[config.mk]
export PLATFORM = sky130hd
export DESIGN_NAME = ppm_ctrl
export DESIGN_NICKNAME = d
export VERILOG_FILES = /design/src/rtl/ppm_pkg.sv /design/src/rtl/ppm_ctrl.sv
export SDC_FILE = /design/constraint.sdc
export NUM_CORES = 1
export LEC_CHECK = 0
export BUFFER_PORTS_ARGS = -buffer_cell sky130_fd_sc_hd__buf_2
export CAP_MARGIN = 10
export CORE_MARGIN = 2
export CORE_UTILIZATION = 28
export DETAILED_ROUTE_END_ITERATION = 12
export RECOVER_POWER = 50
export SLEW_MARGIN = 25
export SYNTH_ARGS = -nofsm -noshare
export SYNTH_HDL_FRONTEND = slang
export SYNTH_SLANG_ARGS = --single-unit
[constraint.sdc]
create_clock -name i_clk -period 2.8 [get_ports i_clk]
set_clock_uncertainty 0.05 [all_clocks]
set_input_delay 0.56 -clock i_clk [delete_from_list [all_inputs] [get_ports i_clk]]
set_output_delay 0.56 -clock i_clk [all_outputs]
set_load 0.05 [all_outputs]
[src/rtl/ppm_pkg.sv]
// package: sizes, codes, state type and controller/datapath structs for the page map
`timescale 1ns / 1ps
package ppm_pkg;

    localparam int SLOTS      = 64;
    localparam int PAGE_WORDS = 64;

    localparam int SLOT_W  = $clog2(SLOTS);
    localparam int CNT_W   = $clog2(SLOTS + 1);
    localparam int PMEM_D  = SLOTS * PAGE_WORDS;
    localparam int PA_W    = $clog2(PMEM_D);
    localparam int KIND_W  = 2;
    localparam int PID_W   = 32;
    localparam int OFF_W   = 16;
    localparam int DATA_W  = 32;
    localparam int STAT_W  = 2;

    localparam logic [KIND_W-1:0] KIND_INSERT = 2'd0;
    localparam logic [KIND_W-1:0] KIND_DELETE = 2'd1;
    localparam logic [KIND_W-1:0] KIND_READ   = 2'd2;
    localparam logic [KIND_W-1:0] KIND_WRITE  = 2'd3;

    localparam logic [STAT_W-1:0] STAT_OK   = 2'd0;
    localparam logic [STAT_W-1:0] STAT_FAIL = 2'd1;
    localparam logic [STAT_W-1:0] STAT_DATA = 2'd2;

    typedef enum logic [2:0] {
        ST_CLEAR,
        ST_IDLE,
        ST_PROBE,
        ST_DRAIN,
        ST_LOOKUP,
        ST_ACCESS,
        ST_FINISH
    } t_state;

    typedef struct packed {
        logic clear;
        logic accept;
        logic probe;
        logic lookup;
        logic access;
        logic finish;
    } t_cmd;

    typedef struct packed {
        logic clear_done;
        logic probe_last;
        logic op_ok;
    } t_status;

endpackage

[src/rtl/ppm_ctrl.sv]
// controller: sequences clear, probe, lookup, access and result hand-off
`timescale 1ns / 1ps
module ppm_ctrl
    import ppm_pkg::*;
(
    input  logic    i_clk,
    input  logic    i_rst_n,
    input  logic    i_in_valid,
    output logic    o_in_ready,
    output logic    o_out_valid,
    input  logic    i_out_ready,
    input  t_status i_status,
    output t_cmd    o_cmd
);
    t_state r_state, n_state;
    logic   r_out_valid, n_out_valid;

    always_ff @(posedge i_clk) begin
        if (!i_rst_n) begin
            r_state     <= ST_CLEAR;
            r_out_valid <= 1'b0;
        end else begin
            r_state     <= n_state;
            r_out_valid <= n_out_valid;
        end
    end

    always_comb begin
        n_state     = r_state;
        n_out_valid = r_out_valid && !i_out_ready;
        o_cmd       = '0;
        o_in_ready  = 1'b0;
        case (r_state)
            ST_CLEAR: begin
                o_cmd.clear = 1'b1;
                if (i_status.clear_done) begin
                    n_state = ST_IDLE;
                end
            end
            ST_IDLE: begin
                o_in_ready = 1'b1;
                if (i_in_valid) begin
                    o_cmd.accept = 1'b1;
                    n_state      = ST_PROBE;
                end
            end
            ST_PROBE: begin
                o_cmd.probe = 1'b1;
                if (i_status.probe_last) begin
                    n_state = ST_DRAIN;
                end
            end
            ST_DRAIN: begin
                n_state = ST_LOOKUP;
            end
            ST_LOOKUP: begin
                o_cmd.lookup = 1'b1;
                n_state = i_status.op_ok ? ST_ACCESS : ST_FINISH;
            end
            ST_ACCESS: begin
                o_cmd.access = 1'b1;
                n_state      = ST_FINISH;
            end
            ST_FINISH: begin
                if (!r_out_valid || i_out_ready) begin
                    o_cmd.finish = 1'b1;
                    n_out_valid  = 1'b1;
                    n_state      = ST_IDLE;
                end
            end
            default: begin
                n_state = ST_IDLE;
            end
        endcase
    end

    assign o_out_valid = r_out_valid;

    a_accept_probe: assert property (@(posedge i_clk) disable iff (!i_rst_n)
        (o_in_ready && i_in_valid) |=> (r_state == ST_PROBE))
        else $error("accepted item did not start a probe");
    a_lookup_after_drain: assert property (@(posedge i_clk) disable iff (!i_rst_n)
        (r_state == ST_LOOKUP) |-> ($past(r_state) == ST_DRAIN))
        else $error("lookup entered without draining the compare stage");
    a_result_from_finish: assert property (@(posedge i_clk) disable iff (!i_rst_n)
        o_cmd.finish |=> r_out_valid)
        else $error("result load did not raise valid");
endmodule

==> impl_metrics.py <==
metrics = {
    "detailed_routing": {
        "vias": 383,
        "vias_per_cell": 4.910,
        "routedWlPerCell_um": 10.10,
        "ant_nets": 0,
        "drc": 0,
        "routed_wl_um": 788,
        "drtIter0Drc": 17,
        "drtPass1Iterations": 4,
    },
    "sta": {
        "rsz0062_at_grt": "false",
        "slew_headroom_pct": 60.92,
        "period_share_pct": 77.64,
        "fmax_ghz": 0.4600,
        "setup-tns-final_ns": 0,
        "slew_viol_final": 0,
        "tightest_slew_ns": 0.5888,
        "finalCriticalPeriod_ns": 2.174,
        "fin_ws_ns": 0.6260,
        "hold_violations": 0,
        "setup_viol": 0,
    },
    "global_route": {
        "antenna_found_initial": 0,
        "grt_max_degree": 18,
        "grt_usage_pct": 10.33,
        "grt_pass1_vias": 291,
        "gr-total-overflow": 0,
        "grt_pass1_wl_mm": 1.214,
    },
    "placement": {
        "place_congestion": 0.7511,
        "io_buffers": 14,
        "dp_slack_ns": 0.8279,
        "hpwl_um": 598,
    },
    "worst_setup_path": {
        "worstPathRequired_ns": 2.19,
        "startpoint_type": "flop",
        "path_class": "flop to output port",
        "cp-end-kind": "output port",
        "crit_arrival_ns": 1.56,
        "cp_max_fo": 11,
    },
    "worst_hold_path": {
        "hold_class": "flop to flop",
    },
    "clock_network": {
        "clk_path_buf_depth": 2,
        "cts_buffers": 3,
        "htree_levels": 1,
        "clock-sinks": 4,
        "cts-root-buf": "clkbuf_4",
        "clk_latency_ns": 0.23,
        "cts-resized-gates": 0,
        "post_cts_buffers": 0,
        "cts_tree": "built",
        "ctsHoldBuffers": 0,
        "clk_pin_slew_ns": 0.03,
    },
    "yosys": {
        "async_reset_ff_share_pct": 0,
        "netlist_area_sq_um": 386.6,
        "synth_fp_nets": 57,
        "yosysSeqAreaShare_pct": 20.71,
        "yosys_warnings": 0,
        "post_synth_num_cell_types": 23,
        "avgSynthCellArea_sq_um": 7.890,
        "synth_enable_flop_cells": 0,
        "synth_cells": 49,
        "synth_seq_cells": 4,
        "synth_ff_type": "dfxtp_1",
    },
    "pwr": {
        "p_leak_nw": 0.2096,
        "totalPowerFinal_mw": 0.3712,
        "vdd_drop_max_uv": 279.2,
        "power_density_mw_per_mm2": 784.8,
    },
    "die": {
        "initial_core_util_pct": 29.71,
        "die-width_um": 41.16,
        "io_pins": 15,
        "die_y_um": 41.16,
        "rows": 13,
        "die_area_sq_mm": 0.001694,
        "core_region_area_sq_mm": 0.001301,
    },
    "cells_and_area": {
        "final_cell_mix": "buf_2, dfxtp_1",
        "drive_gt1_share_pct": 26.98,
        "final_common_cell": "buf_2",
        "nets": 73,
        "fillers": 148,
        "n_antenna_cell": 0,
        "final_util_pct": 36.35,
        "syn2layout_area_growth_pct": 22.33,
    },
    "job": {
        "drv_cap": 0,
    },
    "run_status": {
        "status": "completed",
    },
}
## where the power goes
group          switching [mW]  internal (mW)  total [mW]
clock                  0.0193         0.0476      0.0669
combinational           0.137         0.0688       0.206
sequential             0.0317         0.0668      0.0985
total                   0.188          0.183       0.371
## layer usage
| layer | share of wire [%] | up-vias | track usage (%) | wire length (um) |
|---|---|---|---|---|
| met5 | 0 | - | 0 | 0 |
| met4 | 0 | 0 | 2.419 | 0 |
| met3 | 5.2 | 0 | 0 | 41 |
| met2 | 46 | 8 | 16.80 | 362 |
| met1 | 49 | 171 | 15.06 | 384 |
| li1 | - | 204 | - | - |
## cell families (layout without fill, tap and decap cells)
family	Yosys count	count (layout)	synth area share [%]
AOI/OAI and AO/OA	10	10	22.33
muxes	3	3	7.767
buffers and inverters	6	20	9.707
DFF	4	4	20.71
adders and majority gates	1	1	3.236
and+or+nand+nor	25	25	36.24
## synth_stat cells, drive strengths merged, types with 3 or more instances
| master | instances | area, sq um |
|---|---|---|
| buf | 3 | 26.27 |
| dfxtp | 4 | 80.08 |
| a31oi | 3 | 18.77 |
| nor2b | 3 | 18.77 |
| nand2 | 3 | 11.26 |
| nor2 | 3 | 11.26 |
| inv | 3 | 11.26 |
| nor3b | 3 | 22.52 |
| and2 | 3 | 18.77 |
| nor3 | 3 | 15.01 |
| mux2i | 3 | 30.03 |
## worst paths after layout
check | from | end | slack, ns | cells past startpoint
setup / recovery | r_state[0] | o_in_ready | 0.63 | 2
setup reg to reg | r_state[1] | r_state[1] | 0.83 | 6
hold reg to reg | r_state[0] | r_state[0] | 0.57 | 2
hold / removal | r_state[0] | r_state[0] | 0.57 | 2
## per-stage QoR
step | instance area [sq um] | std cells | hold slack [ns]
after floorplan | 391.6 | 49 | 0.5255
after global placement | 454.2 | 75 | 0.5676
after detailed placement | 454.2 | 75 | 0.5705
after CTS | 476.7 | 78 | 0.5743
after global routing | 473.0 | 78 | 0.6091
final | 473.0 | 78 | 0.5708
## area by class of cell
class	count	area, sq um	share of cell area, %
clock buffers	3	22.52	4.762
well taps	15	18.77	3.968
flip-flops and latches	4	80.08	16.93
multi-input cells	39	274.0	57.94
repair buffers	14	66.31	14.02
inverters	3	11.26	2.381
## worst max-delay path: stages, from the launching register on
cell	delay [ns]
dfxtp_1	0.53
nor3b_2	0.31
clkbuf_1	0.50
## registers in the layout, indices dropped and copies added (netlist names)
name / cells
r_state: 3
o_out_valid: 1
Power figures use the tool's default switching activity.
